$ cat src/hw/rtl/sfl_pkg.sv
// Shared types and constants for the substring first/last finder.
// Used by sfl_cell, sfl_tracker and substring_first_last_finder.
package sfl_pkg;

   // Default configuration of the block
   localparam int NEEDLE_MAX_DEF  = 8;
   localparam int COUNT_WIDTH_DEF = 16;

   // Fixed field widths
   localparam int BYTE_WIDTH   = 8;
   localparam int LEN_WIDTH    = 4;
   localparam int INDEX_WIDTH  = 16;
   localparam int CSR_IDX_W    = 1;
   localparam int CSR_DATA_W   = 64;

   // Register indexes
   localparam logic [CSR_IDX_W-1:0] CSR_NEEDLE_BYTES  = 1'b0;
   localparam logic [CSR_IDX_W-1:0] CSR_NEEDLE_LENGTH = 1'b1;

   // One result item
   typedef struct packed {
      logic [INDEX_WIDTH-1:0] first_index;
      logic [INDEX_WIDTH-1:0] last_index;
      logic [INDEX_WIDTH-1:0] hay_length;
      logic                   match_found;
      logic                   count_overflow;
   } sfl_result_type;

endpackage

$ cat src/hw/rtl/sfl_cell.sv
// One window cell: holds one haystack byte and compares the byte passing in
// against its needle byte. Depends on sfl_pkg.
module sfl_cell (
   input  logic                           clock,
   input  logic                           reset,
   input  logic                           shift_en,
   input  logic                           clear,
   input  logic                           active,
   input  logic [sfl_pkg::BYTE_WIDTH-1:0] byte_in,
   input  logic [sfl_pkg::BYTE_WIDTH-1:0] needle_byte,
   output logic [sfl_pkg::BYTE_WIDTH-1:0] byte_out,
   output logic                           hit
);
   import sfl_pkg::*;

   logic [BYTE_WIDTH-1:0] byte_ff;
   logic [BYTE_WIDTH-1:0] byte_in_next;

   // compare on the byte that lands here this cycle; idle cells always agree
   assign hit = !active || (byte_in == needle_byte);

   // clear at end of haystack, take the incoming byte on a shift, else hold
   always_comb begin
      byte_in_next = byte_ff;
      if (clear) begin
         byte_in_next = '0;
      end else if (shift_en) begin
         byte_in_next = byte_in;
      end
   end

   always_ff @(posedge clock) begin
      if (reset) begin
         byte_ff <= '0;
      end else begin
         byte_ff <= byte_in_next;
      end
   end

   assign byte_out = byte_ff;

endmodule

$ cat src/hw/rtl/sfl_tracker.sv
// Length counter and first/last match tracker; builds the result item.
// Depends on sfl_pkg.
module sfl_tracker #(
   parameter int COUNT_WIDTH = sfl_pkg::COUNT_WIDTH_DEF
) (
   input  logic                          clock,
   input  logic                          reset,
   input  logic                          accept,
   input  logic                          hay_last,
   input  logic                          all_hit,
   input  logic [sfl_pkg::LEN_WIDTH-1:0] needle_len,
   output sfl_pkg::sfl_result_type       result
);
   import sfl_pkg::*;

   logic [COUNT_WIDTH-1:0] seen_ff, seen_in;
   logic [COUNT_WIDTH-1:0] earliest_ff, earliest_in;
   logic [COUNT_WIDTH-1:0] latest_ff, latest_in;
   logic                   any_ff, any_in;
   logic                   ovf_ff, ovf_in;

   logic                   at_limit;
   logic                   record;
   logic [COUNT_WIDTH-1:0] len_ext;
   logic [COUNT_WIDTH-1:0] start;
   logic [COUNT_WIDTH-1:0] first_sel, last_sel;
   logic [31:0]            first_wide, last_wide, seen_wide;

   assign len_ext  = COUNT_WIDTH'(needle_len);
   assign at_limit = (seen_ff == '1);

   // counter saturates; after overflow no start is recorded
   always_comb begin
      seen_in  = at_limit ? seen_ff : seen_ff + COUNT_WIDTH'(1);
      ovf_in   = ovf_ff || at_limit;
      record   = !at_limit && !ovf_ff && (needle_len != '0) &&
                 (seen_in >= len_ext) && all_hit;
      start    = seen_in - len_ext;
      earliest_in = (record && !any_ff) ? start : earliest_ff;
      latest_in   = record ? start : latest_ff;
      any_in      = any_ff || record;
   end

   // result selection for the final byte
   always_comb begin
      if (needle_len == '0) begin
         first_sel = '0;
         last_sel  = seen_in;
      end else if (any_in) begin
         first_sel = earliest_in;
         last_sel  = latest_in;
      end else begin
         first_sel = seen_in;
         last_sel  = seen_in;
      end
   end

   assign first_wide = 32'(first_sel);
   assign last_wide  = 32'(last_sel);
   assign seen_wide  = 32'(seen_in);

   always_comb begin
      result.first_index    = first_wide[INDEX_WIDTH-1:0];
      result.last_index     = last_wide[INDEX_WIDTH-1:0];
      result.hay_length     = seen_wide[INDEX_WIDTH-1:0];
      result.match_found    = (needle_len == '0) || any_in;
      result.count_overflow = ovf_in;
   end

   // stream state: advance per item, back to zero after the final byte
   always_ff @(posedge clock) begin
      if (reset) begin
         seen_ff     <= '0;
         earliest_ff <= '0;
         latest_ff   <= '0;
         any_ff      <= 1'b0;
         ovf_ff      <= 1'b0;
      end else if (accept) begin
         if (hay_last) begin
            seen_ff     <= '0;
            earliest_ff <= '0;
            latest_ff   <= '0;
            any_ff      <= 1'b0;
            ovf_ff      <= 1'b0;
         end else begin
            seen_ff     <= seen_in;
            earliest_ff <= earliest_in;
            latest_ff   <= latest_in;
            any_ff      <= any_in;
            ovf_ff      <= ovf_in;
         end
      end
   end

endmodule

$ cat src/hw/rtl/substring_first_last_finder.sv
// Substring first/last finder: top level with needle registers, cell chain
// and output register. Depends on sfl_pkg, sfl_cell and sfl_tracker.
//
// Takes one haystack byte per cycle, back to back, and returns one result
// item the cycle after the byte flagged last. The newest NEEDLE_MAX bytes sit
// in a chain of cells that shift one place per accepted byte; each cell
// compares its byte with one needle byte, and the tracker records the first
// and latest match start and the saturating length. The result sits in an
// output register; while it waits with the result channel stalled, every
// input item is stalled as well, so the input runs at one byte per cycle
// whenever results are taken as they appear. The user must write the needle
// registers only while no haystack is in flight; the block does not check.
module substring_first_last_finder #(
   parameter int NEEDLE_MAX  = sfl_pkg::NEEDLE_MAX_DEF,
   parameter int COUNT_WIDTH = sfl_pkg::COUNT_WIDTH_DEF
) (
   input  logic                             clock,
   input  logic                             reset,
   // haystack input
   input  logic                             req_valid,
   output logic                             req_stall,
   input  logic [sfl_pkg::BYTE_WIDTH-1:0]   req_hay_byte,
   input  logic                             req_hay_last,
   // result output
   output logic                             rsp_valid,
   input  logic                             rsp_stall,
   output logic [sfl_pkg::INDEX_WIDTH-1:0]  rsp_first_index,
   output logic [sfl_pkg::INDEX_WIDTH-1:0]  rsp_last_index,
   output logic [sfl_pkg::INDEX_WIDTH-1:0]  rsp_hay_length,
   output logic                             rsp_match_found,
   output logic                             rsp_count_overflow,
   // configuration
   input  logic                             csr_write,
   input  logic [sfl_pkg::CSR_IDX_W-1:0]    csr_index,
   input  logic [sfl_pkg::CSR_DATA_W-1:0]   csr_data
);
   import sfl_pkg::*;

   logic [BYTE_WIDTH-1:0] needle_ff [NEEDLE_MAX];
   logic [LEN_WIDTH-1:0]  needle_len_ff;
   logic [LEN_WIDTH-1:0]  len_eff;

   logic                  accept;
   logic                  clear;
   logic [BYTE_WIDTH-1:0] win_q [NEEDLE_MAX];
   logic [NEEDLE_MAX-1:0] hit;
   logic                  all_hit;

   sfl_result_type        result;
   sfl_result_type        rsp_ff;
   logic                  rsp_valid_ff;

   // configuration writes
   always_ff @(posedge clock) begin
      if (reset) begin
         for (int m = 0; m < NEEDLE_MAX; m++) begin
            needle_ff[m] <= '0;
         end
         needle_len_ff <= '0;
      end else if (csr_write) begin
         unique case (csr_index)
            CSR_NEEDLE_BYTES: begin
               for (int m = 0; m < NEEDLE_MAX; m++) begin
                  needle_ff[m] <= csr_data[BYTE_WIDTH*m +: BYTE_WIDTH];
               end
            end
            CSR_NEEDLE_LENGTH: begin
               needle_len_ff <= csr_data[LEN_WIDTH-1:0];
            end
            default: begin
            end
         endcase
      end
   end

   // needle length clamped to the window size
   assign len_eff = (needle_len_ff > LEN_WIDTH'(NEEDLE_MAX)) ?
                    LEN_WIDTH'(NEEDLE_MAX) : needle_len_ff;

   // handshake: stall only while a result waits and is itself stalled
   assign req_stall = rsp_valid_ff && rsp_stall;
   assign accept    = req_valid && !req_stall;
   assign clear     = accept && req_hay_last;

   // cell chain: cell k holds the byte k places back from the newest
   for (genvar k = 0; k < NEEDLE_MAX; k++) begin : g_cell
      logic [BYTE_WIDTH-1:0] byte_in;
      logic [BYTE_WIDTH-1:0] needle_sel;
      logic                  active;

      if (k == 0) begin : g_head
         assign byte_in = req_hay_byte;
      end else begin : g_body
         assign byte_in = win_q[k-1];
      end

      // cell k pairs with needle byte len-1-k
      always_comb begin
         needle_sel = '0;
         for (int m = 0; m < NEEDLE_MAX; m++) begin
            if (LEN_WIDTH'(m) + LEN_WIDTH'(k) + LEN_WIDTH'(1) == len_eff) begin
               needle_sel = needle_ff[m];
            end
         end
      end

      assign active = LEN_WIDTH'(k) < len_eff;

      sfl_cell u_cell (
         .clock       (clock),
         .reset       (reset),
         .shift_en    (accept),
         .clear       (clear),
         .active      (active),
         .byte_in     (byte_in),
         .needle_byte (needle_sel),
         .byte_out    (win_q[k]),
         .hit         (hit[k])
      );
   end

   assign all_hit = &hit;

   sfl_tracker #(
      .COUNT_WIDTH (COUNT_WIDTH)
   ) u_tracker (
      .clock      (clock),
      .reset      (reset),
      .accept     (accept),
      .hay_last   (req_hay_last),
      .all_hit    (all_hit),
      .needle_len (len_eff),
      .result     (result)
   );

   // output register
   always_ff @(posedge clock) begin
      if (reset) begin
         rsp_valid_ff <= 1'b0;
      end else if (clear) begin
         rsp_valid_ff <= 1'b1;
      end else if (!rsp_stall) begin
         rsp_valid_ff <= 1'b0;
      end
   end

   always_ff @(posedge clock) begin
      if (clear) begin
         rsp_ff <= result;
      end
   end

   assign rsp_valid          = rsp_valid_ff;
   assign rsp_first_index    = rsp_ff.first_index;
   assign rsp_last_index     = rsp_ff.last_index;
   assign rsp_hay_length     = rsp_ff.hay_length;
   assign rsp_match_found    = rsp_ff.match_found;
   assign rsp_count_overflow = rsp_ff.count_overflow;

endmodule
$ cat config.mk
export PLATFORM = sky130hd
export DESIGN_NAME = substring_first_last_finder
export DESIGN_NICKNAME = d
export VERILOG_FILES = /design/src/hw/rtl/sfl_pkg.sv /design/src/hw/rtl/sfl_cell.sv /design/src/hw/rtl/sfl_tracker.sv /design/src/hw/rtl/substring_first_last_finder.sv
export SDC_FILE = /design/constraint.sdc
export NUM_CORES = 1
export LEC_CHECK = 0
export BUFFER_PORTS_ARGS = -buffer_cell sky130_fd_sc_hd__buf_2
export CAP_MARGIN = 20
export CORE_ASPECT_RATIO = 1.1
export CORE_MARGIN = 2
export CORE_UTILIZATION = 60
export DETAILED_ROUTE_END_ITERATION = 8
export GPL_ROUTABILITY_DRIVEN = 0
export PLACE_DENSITY_LB_ADDON = 0.12
export RECOVER_POWER = 50
export SLEW_MARGIN = 10
export SYNTH_ARGS = -nofsm -noshare
export SYNTH_HDL_FRONTEND = slang
export SYNTH_SLANG_ARGS = --single-unit
$ cat constraint.sdc
create_clock -name clock -period 12.5 [get_ports clock]
set_clock_uncertainty 0.05 [all_clocks]
set_input_delay 0 -clock clock [delete_from_list [all_inputs] [get_ports clock]]
set_output_delay 0 -clock clock [all_outputs]
set_load 0.02 [all_outputs]
# After elaboration in Yosys (flattened, before gate mapping)
# Memories as Yosys holds them, arrays and structs flattened.
# Index checks and enable logic that the tools add are counted.
[word_totals]
in_bits = 79
ramBits = 64
ff_bits = 161
out_inout_bits = 52
wordCells = 193
n_memories = 1
[mem_list]
columns = ["memory", "words", "word_bits", "read_ports", "rd_ports_with_merged_regs", "write_ports", "line", "source"]
rows = [
  ["needle_ff", 8, 8, 8, 0, 8, "substring_first_last_finder.sv:39", "logic [BYTE_WIDTH-1:0] needle_ff [NEEDLE_MAX];"],
]
[classes]
n_eq_ne = 25
muxes = 92
add_sub_neg = 2
bitwise = 8
order_cmp = 10
reduce_logical = 36
[ops]
columns = ["cell", "count"]
rows = [
  ["$mux 8", 72],
  ["$mux 16", 9],
  ["$eq 8x8->1", 8],
  ["$eq 4x4->1 const A", 8],
  ["$add 16x1->16 const B", 1],
  ["$eq 16x16->1 const B", 1],
  ["$eq 3x4->1 const A", 4],
  ["$ge 16x4->1", 1],
  ["$lt 3x4->1 const A", 4],
  ["$sub 16x4->16", 1],
  ["$logic_not 1->1", 12],
  ["$logic_or 1x1->1", 11],
  ["$mux 1", 10],
  ["$eq 2x4->1 const A", 2],
  ["$logic_and 1x1->1", 8],
  ["$lt 1x4->1 const A", 2],
  ["$lt 2x4->1 const A", 2],
  ["$or 1x1->1", 8],
  ["$reduce_and 8->1", 1],
  ["$eq 1x4->1 const A", 1],
  ["$gt 4x4->1 const B", 1],
  ["$logic_not 4->1", 1],
  ["$mux 4", 1],
  ["$reduce_bool 4->1", 1],
  ["other kinds (3)", 3],
]

# Depth between registers and ports, before layout
# Gate-level depths: netlist (run 1).
[logic_depth]
word_depth = 18
mapped_depth = 22
mapped_depth_nobuf = 17

# Cells and area by module
# Synthesis (run 1) repeated with hierarchy kept, for this count alone.
[unflattened]
hier_cells = 1392
hier_area_um2 = 13305.3
[modules_own_cells]
columns = ["mod", "seq_area_each_um2", "cells_per_inst", "area_each_um2", "instances"]
rows = [
  ["substring_first_last_finder", 3523.4, 591, 6510.0, 1],
  ["sfl_tracker", 1001.0, 497, 3732.3, 1],
  ["sfl_cell", 160.2, 38, 382.9, 8],
]

# Worst setup path before layout (run 1)
# No wires, ideal clock.
[synth_path]
path_type = "reg-to-reg"
start = "register u_tracker.seen_ff[11]"
end = "register rsp_ff (netlist bit rsp_last_index[13]) (data pin)"
period_less_slack_ps = 4813
arrival_time_ps = 4507
setup_time_ps = 256
path_stages_with_launch = 20
slack_ps = 7687
required_ps = 12194
path_cell_list = "dfxtp_1 -> clkbuf_1 -> nand2_1 -> nor3_1 -> nand2_1 -> xnor2_1 -> ha_1 -> fa_1 -> inv_1 -> a21o_1 -> a21oi_1 -> or4b_4 -> nor4_4 -> nand3_4 -> and2_4 -> buf_6 -> a31oi_4 -> buf_4 -> a21oi_1 -> o22a_1"
[synth_rtl]
columns = ["item", "line", "source"]
rows = [
  ["start: declaration", "sfl_tracker.sv:16", "logic [COUNT_WIDTH-1:0] seen_ff, seen_in;"],
  ["start signal: assignment", "sfl_tracker.sv:86", "seen_ff <= seen_in;"],
  ["end signal: assignment", "substring_first_last_finder.sv:149", "rsp_ff <= result;"],
  ["end: declaration", "substring_first_last_finder.sv:50", "sfl_result_type rsp_ff;"],
]

==> results of run 1 <==
==> critical path, delay by kind of cell, from the launching register on <==
family / cells / cell delay [ns]
buffers and inverters: 2 / 0.29
AND/OR/NAND/NOR: 8 / 2.78
AO/OA/AOI/OAI: 4 / 1.06
XOR/XNOR: 1 / 0.52
flip-flops: 1 / 0.42
adder cells (fa/ha/maj): 2 / 0.52
==> flip-flops by register name (all words and copies together), names as in the netlist <==
signal                  cells
u_tracker.seen_ff          16
rsp_first_index            16
g_cell.u_cell.byte_out     56
rsp_match_found             1
rsp_valid                   1
rsp_last_index             16
u_tracker.earliest_ff      16
needle_ff                  64
u_tracker.any_ff            1
rsp_hay_length             16
rsp_count_overflow          1
u_tracker.ovf_ff            1
needle_len_ff               4
u_tracker.latest_ff        16
==> routing by layer <==
layer,wire [µm],part of all wire,track usage,vias to the layer above
met5,0,0,0,-
met4,4540,0.090,0.280,0
met3,5790,0.12,0.0912,352
met2,22700,0.45,0.639,1034
met1,17100,0.34,0.465,6547
li1,-,-,-,6190
==> final timing paths <==
path	from	end	cells after the start
min reg2reg	u_tracker.latest_ff[9]	u_tracker.latest_ff[9]	2
max reg2reg	u_tracker.seen_ff[10]	rsp_last_index[11]	17
min	req_hay_last	u_tracker.seen_ff[6]	3
max	u_tracker.seen_ff[10]	rsp_last_index[11]	17
==> cell families (layout without fill, tap and decap cells) <==
logic type      count (synthesis)  after routing  share of synthesized area
buf+inv                       186            327                     0.0624
compound gates                502            502                      0.243
other cells                     0              1                          0
fa+ha+maj                       6              6                    0.00582
mux                            54             54                     0.0404
simple gates                  583            583                      0.218
xor+xnor                       53             53                     0.0327
flops                         225            225                      0.398
==> through the flow <==
step           std cells  setup slack [ns]  hold slack, ns   util  area [µm²]
2_1_floorplan       1609              7.69          0.0860      -       14200
3_3_place_gp        1929              6.74           0.226  0.626       14700
3_5_place_dp        1929              6.56           0.220  0.626       14700
4_1_cts             2054              6.55          0.0124  0.694       16300
5_1_grt             2055              6.23          0.0810  0.690       16200
6_report            2056              6.59          0.0731  0.691       16200
==> where the power goes <==
part	leakage [nW]	internal (mW)	switching (mW)
combinational	3.32	0.0954	0.162
clock	0.400	0.422	0.305
sequential	2.02	0.807	0.0588
==> area by class of cell <==
type                       count  area share
multi-input combinational   1198       0.473
sequential                   225       0.349
timing repair buffer         229      0.0931
clock buffer                  28      0.0411
tap                          305      0.0235
inverter                      54      0.0125
clock inverter                16     0.00810
antenna                        1    0.000154
==> cells in the final DEF (no fill, tap or decap), types with 43 or more instances in the layout <==
cell type      count
nand2_1          208
a21oi_1          119
edfxtp_1         114
dfxtp_1          108
dlygate4sd3_1     81
o21ai_0           80
buf_2             78
nor2_1            70
clkbuf_1          58
inv_1             51
nand3_1           43
mux2i_1           43
==> results.sh, run 1 <==
export IMPL_power_mw=1.85
export IMPL_final_nets=1817
export IMPL_drt_total_wl_um=50100
export IMPL_tightestPinTransition_ns=3.40
export IMPL_drt_iter0_drc=2087
export IMPL_die_area_mm2=0.0249
export IMPL_status="finished with violations"
export IMPL_fin_crit_sh=0.473
export IMPL_slowest_delay_ns=0.63
export IMPL_setup_viol_count_final=0
export IMPL_synthTopCellsByArea="edfxtp_1, dfxtp_1, nand2_1"
export IMPL_worstSetupPathType="flip-flop to flip-flop"
export IMPL_vias=14100
export IMPL_cellLeakagePower_nw=5.73
export IMPL_synth_most_common_cell="nand2_1"
export IMPL_synth_ff_type="edfxtp_1"
export IMPL_synth_nets=1694
export IMPL_die_y_um=165
export IMPL_synth_warnings=0
export IMPL_hold_buffers=81
export IMPL_cts_buffers=24
export IMPL_synthesis_area_mm2=0.0142
export IMPL_setup_tns_ns=0
export IMPL_synth_edf_count=114
export IMPL_final_antenna_net_count=0
export IMPL_grt_max_degree=104
export IMPL_clkSlewWorstSetupHoldPaths_ns=0.06
export IMPL_ys_async_sr_fraction=0
export IMPL_critical_path_cell_chain="nand4_1 > nor3_1 > nand2_1 > xnor2_1 > ha_1 > fa_1 > inv_1 > a21o_1 > a21oi_1 > or4b_4 > nor4_4 > nand3_4 > and2_4 > nand2_4 > a21boi_1 > buf_4 > o221a_2"
export IMPL_grt_pass1_vias=13200
export IMPL_drive_gt1_frac=0.110
export IMPL_coreArea_mm2=0.0235
export IMPL_rrSetupSlack_ns=6.59
export IMPL_crit_path_end_kind="flip-flop"
export IMPL_ys_seq_elements=225
export IMPL_final_fill_count=1887
export IMPL_worstPathMaxFanout=22
export IMPL_rsz0062_at_grt="false"
export IMPL_syn_avg_cell_area_um2=8.82
export IMPL_htreeDepth=1
export IMPL_cts_tree="built"
export IMPL_yosysSeqAreaShare=0.398
export IMPL_overflow=0
export IMPL_cts_repair_resized=0
export IMPL_clock_fmax_ghz=0.169
export IMPL_report_final_slew_viol_count=283
export IMPL_clock_latency_ns=0.54
export IMPL_final_hold_violation_count=0
export IMPL_synth_cell_type_count=106
export IMPL_clockBufferDepth=3
export IMPL_dp_hpwl_um=32400
export IMPL_grt_usage=0.396
export IMPL_worstPathRequired_ns=12.72
export IMPL_violations="capacitance limit, slew limit"
export IMPL_antenna_found_initial=0
export IMPL_ys_top_cells_by_count="nand2_1, a21oi_1, edfxtp_1, dfxtp_1, o21ai_0"
export IMPL_startpoint_type="flip-flop"
export IMPL_detail_route_vias_per_cell=6.87
export IMPL_synth_top_area_share=0.241
export IMPL_die_x_um=151
export IMPL_critPathArrivalTime_ns=6.13
export IMPL_syn_to_final_growth_pct=14.2
export IMPL_syn_instance_count=1609
export IMPL_rows=59
export IMPL_multiInputGateArea_mm2=0.00766
export IMPL_io_buffers=130
export IMPL_peakVddDrop_v=0.000102
export IMPL_maxCapViolCount=5
export IMPL_root_buffer="clkbuf_16"
export IMPL_powerDensity_mw_per_mm2=114
export IMPL_drc=0
export IMPL_period_minus_slack_ns=5.91
export IMPL_start_util=0.605
export IMPL_grt_pass1_wl_um=75300
export IMPL_cts_setup_buffers=0
export IMPL_drtPass1Iterations=6
export IMPL_io_pins=131
export IMPL_cts_sinks=225
export IMPL_yosysTopAreaCell="edfxtp_1"
export IMPL_wl_per_cell_um=24.4
export IMPL_slowest_stage="nor3_1"
export IMPL_slew_headroom=-1.27
export IMPL_seqCellArea_mm2=0.00565
export IMPL_hold_class="primary input to flip-flop"
Note: power is estimated with default switching activity, not from simulation.
==> inputs of run 2 (changes only) <==
--- a/config.mk
+++ b/config.mk
@@ -9,7 +9,7 @@
 export CAP_MARGIN = 20
 export CORE_ASPECT_RATIO = 1.1
 export CORE_MARGIN = 2
-export CORE_UTILIZATION = 60
+export CORE_UTILIZATION = 55
 export DETAILED_ROUTE_END_ITERATION = 8
 export GPL_ROUTABILITY_DRIVEN = 0
 export PLACE_DENSITY_LB_ADDON = 0.12
==> constraint.sdc (replaced) <==
create_clock -name clock -period 4.8 [get_ports clock]
set_clock_uncertainty 0.05 [all_clocks]
set_input_delay 0 -clock clock [delete_from_list [all_inputs] [get_ports clock]]
set_output_delay 0 -clock clock [all_outputs]
set_load 0.02 [all_outputs]
==> run 2 against run 1 <==
Net effect: the flow still finishes with violations (capacitance limit, slew limit); wire length increased by 1.0%; utilization decreased by 2.9 points; register-to-register slack got worse by 6.4 ns; clock power increased to 2.6 times the previous value; hold slack improved by 0.017 ns; first-iteration DRC count decreased by 17%; final cell count increased by 4.5%; power increased to 2.6 times the previous value; setup slack got worse by 6.4 ns; die area increased by 8.9%; critical path depth decreased by 4.
==> results.sh, run 2 (synthesis gave the netlist of run 1 again) <==
export IMPL_setup_viol_count_final=0
export IMPL_syn_to_final_growth_pct=18.0
export IMPL_drtPass1Iterations=6
export IMPL_dp_slack_ns=0.134
export IMPL_grt_pass1_vias=13700
export IMPL_largest_reg_flops=64
export IMPL_critPathTopFamily="compound AO/OA/AOI/OAI gates"
export IMPL_maxCapViolCount=3
export IMPL_worstPathMaxFanout=16
export IMPL_grt_pass1_wl_um=76700
export IMPL_clockBufferDepth=3
export IMPL_die_x_um=157
export IMPL_tightestPinTransition_ns=2.57
export IMPL_final_hold_violation_count=0
export IMPL_wl_per_cell_um=23.6
export IMPL_die_y_um=172
export IMPL_dp_hpwl_um=34800
export IMPL_power_mw=4.85
export IMPL_powerDensity_mw_per_mm2=290
export IMPL_p_sw_mw=1.35
export IMPL_clkSlewWorstSetupHoldPaths_ns=0.07
export IMPL_slowest_stage="dfxtp_1"
export IMPL_finalWorstSetupSlack_ns=0.181
export IMPL_final_antenna_net_count=0
export IMPL_start_util=0.560
export IMPL_io_buffers=130
export IMPL_worstSetupPathType="flip-flop to flip-flop"
export IMPL_vias=14100
export IMPL_drt_iter0_drc=1722
export IMPL_cts_buffers=24
export IMPL_coreArea_mm2=0.0253
export IMPL_switching_share=0.279
export IMPL_pwr_share_comb=0.145
export IMPL_clock_latency_ns=0.53
export IMPL_largest_register="needle_ff"
export IMPL_rows=61
export IMPL_status="finished with violations"
export IMPL_internal_power_mw=3.50
export IMPL_diodes=0
export IMPL_report_final_slew_viol_count=134
export IMPL_cp_num_buf_inv=3
export IMPL_violations="capacitance limit, slew limit"
export IMPL_peakVddDrop_v=0.000323
export IMPL_slowest_delay_ns=0.66
export IMPL_grt_usage=0.368
export IMPL_fin_crit_sh=0.962
export IMPL_hold_class="primary input to flip-flop"
export IMPL_crit_path_end_kind="flip-flop"
export IMPL_drc=0
export IMPL_mostFrequentLayoutCells="nand2_1, a21oi_1, edfxtp_1"
export IMPL_cts_sinks=225
export IMPL_clock_fmax_ghz=0.217
export IMPL_cts_tree="built"
export IMPL_worstPathRequired_ns=5.02
export IMPL_antenna_found_initial=0
export IMPL_p_seq_frac=0.464
export IMPL_root_buffer="clkbuf_16"
export IMPL_slew_headroom=-0.710
export IMPL_cellLeakagePower_nw=6.04
export IMPL_grt_max_degree=58
export IMPL_drive_gt1_frac=0.138
export IMPL_overflow=0
export IMPL_detail_route_vias_per_cell=6.56
export IMPL_io_pins=131
export IMPL_die_area_mm2=0.0271
export IMPL_critical_path_cell_chain="nor2b_1 > buf_4 > inv_2 > o32ai_1 > o22ai_1 > a2111oi_0 > nand4_1 > o32ai_1 > and4_1 > buf_4 > nand2_1 > o21ba_2 > o22a_1"
export IMPL_final_nets=1870
export IMPL_htreeDepth=1
export IMPL_critPathArrivalTime_ns=4.84
export IMPL_clkPwrFrac=0.392
export IMPL_period_minus_slack_ns=4.62
export IMPL_layout_commonest_cell="nand2_1"
export IMPL_drt_total_wl_um=50600
export IMPL_startpoint_type="flip-flop"
[run 2: layout make-up]
cell class / count / area (µm²)
inverters: 54 / 203
repair buffers: 281 / 1960
clock inverters: 14 / 128
flip-flops and latches: 225 / 5660
fillers: 2186 / 8580
multi-input cells: 1199 / 7690
well taps: 346 / 433
clock buffers: 30 / 684
[run 2: power groups by stage]
| stage | Combinational, mW | Clock [mW] | Sequential [mW] |
|---|---|---|---|
| 2_1_floorplan | 0.430 | 0 | 2.21 |
| 3_3_place_gp | 0.618 | 0 | 2.28 |
| 3_5_place_dp | 0.627 | 0 | 2.28 |
| 4_1_cts | 0.681 | 1.92 | 2.24 |
| 5_1_grt | 0.755 | 1.98 | 2.25 |
| 6_report | 0.702 | 1.90 | 2.25 |
[run 2: final timing paths]
| kind | from | end | slack, ns | cells after the start |
|---|---|---|---|---|
| worst max-delay path | needle_len_ff[2] | rsp_last_index[14] | 0.18 | 13 |
| worst min-delay path | req_hay_last | u_tracker.seen_ff[6] | 0.09 | 3 |
| worst max register to register | needle_len_ff[2] | rsp_last_index[14] | 0.18 | 13 |
| worst min register to register | u_tracker.latest_ff[3] | u_tracker.latest_ff[3] | 0.42 | 2 |
[run 2: worst min-delay path: stages]
cell and delay [ns]:
buf_2 0.41, a21o_1 0.14, a211oi_1 0.06
[run 2: metal layers]
layer | up-vias | GRT usage | routed length (µm)
met1 | 6605 | 0.425 | 18100
met4 | 0 | 0.265 | 4200
li1 | 6301 | - | -
met5 | - | 0 | 0
met2 | 894 | 0.612 | 23700
met3 | 297 | 0.0722 | 4630
[run 2: timing repair]
item | in CTS | in global routing
setup endpoints to repair | 0 | 39
hold buffers | 83 | 0
resized for setup | 0 | 6
setup buffers | 0 | 3
endpoints found under the hold margin | 83 | 0
[run 2: metrics by stage]
step / util / instances / hold slack, ns / setup TNS [ns] / cell area [µm²]
6_report: 0.661 / 2149 / 0.0900 / 0 / 16800
3_5_place_dp: 0.597 / 2017 / 0.232 / 0 / 15100
4_1_cts: 0.662 / 2144 / 0.0362 / 0 / 16800
5_1_grt: 0.661 / 2149 / 0.0887 / -0.0435 / 16800
2_1_floorplan: - / 1609 / 0.0860 / 0 / 14200
3_3_place_gp: 0.597 / 2017 / 0.225 / 0 / 15100
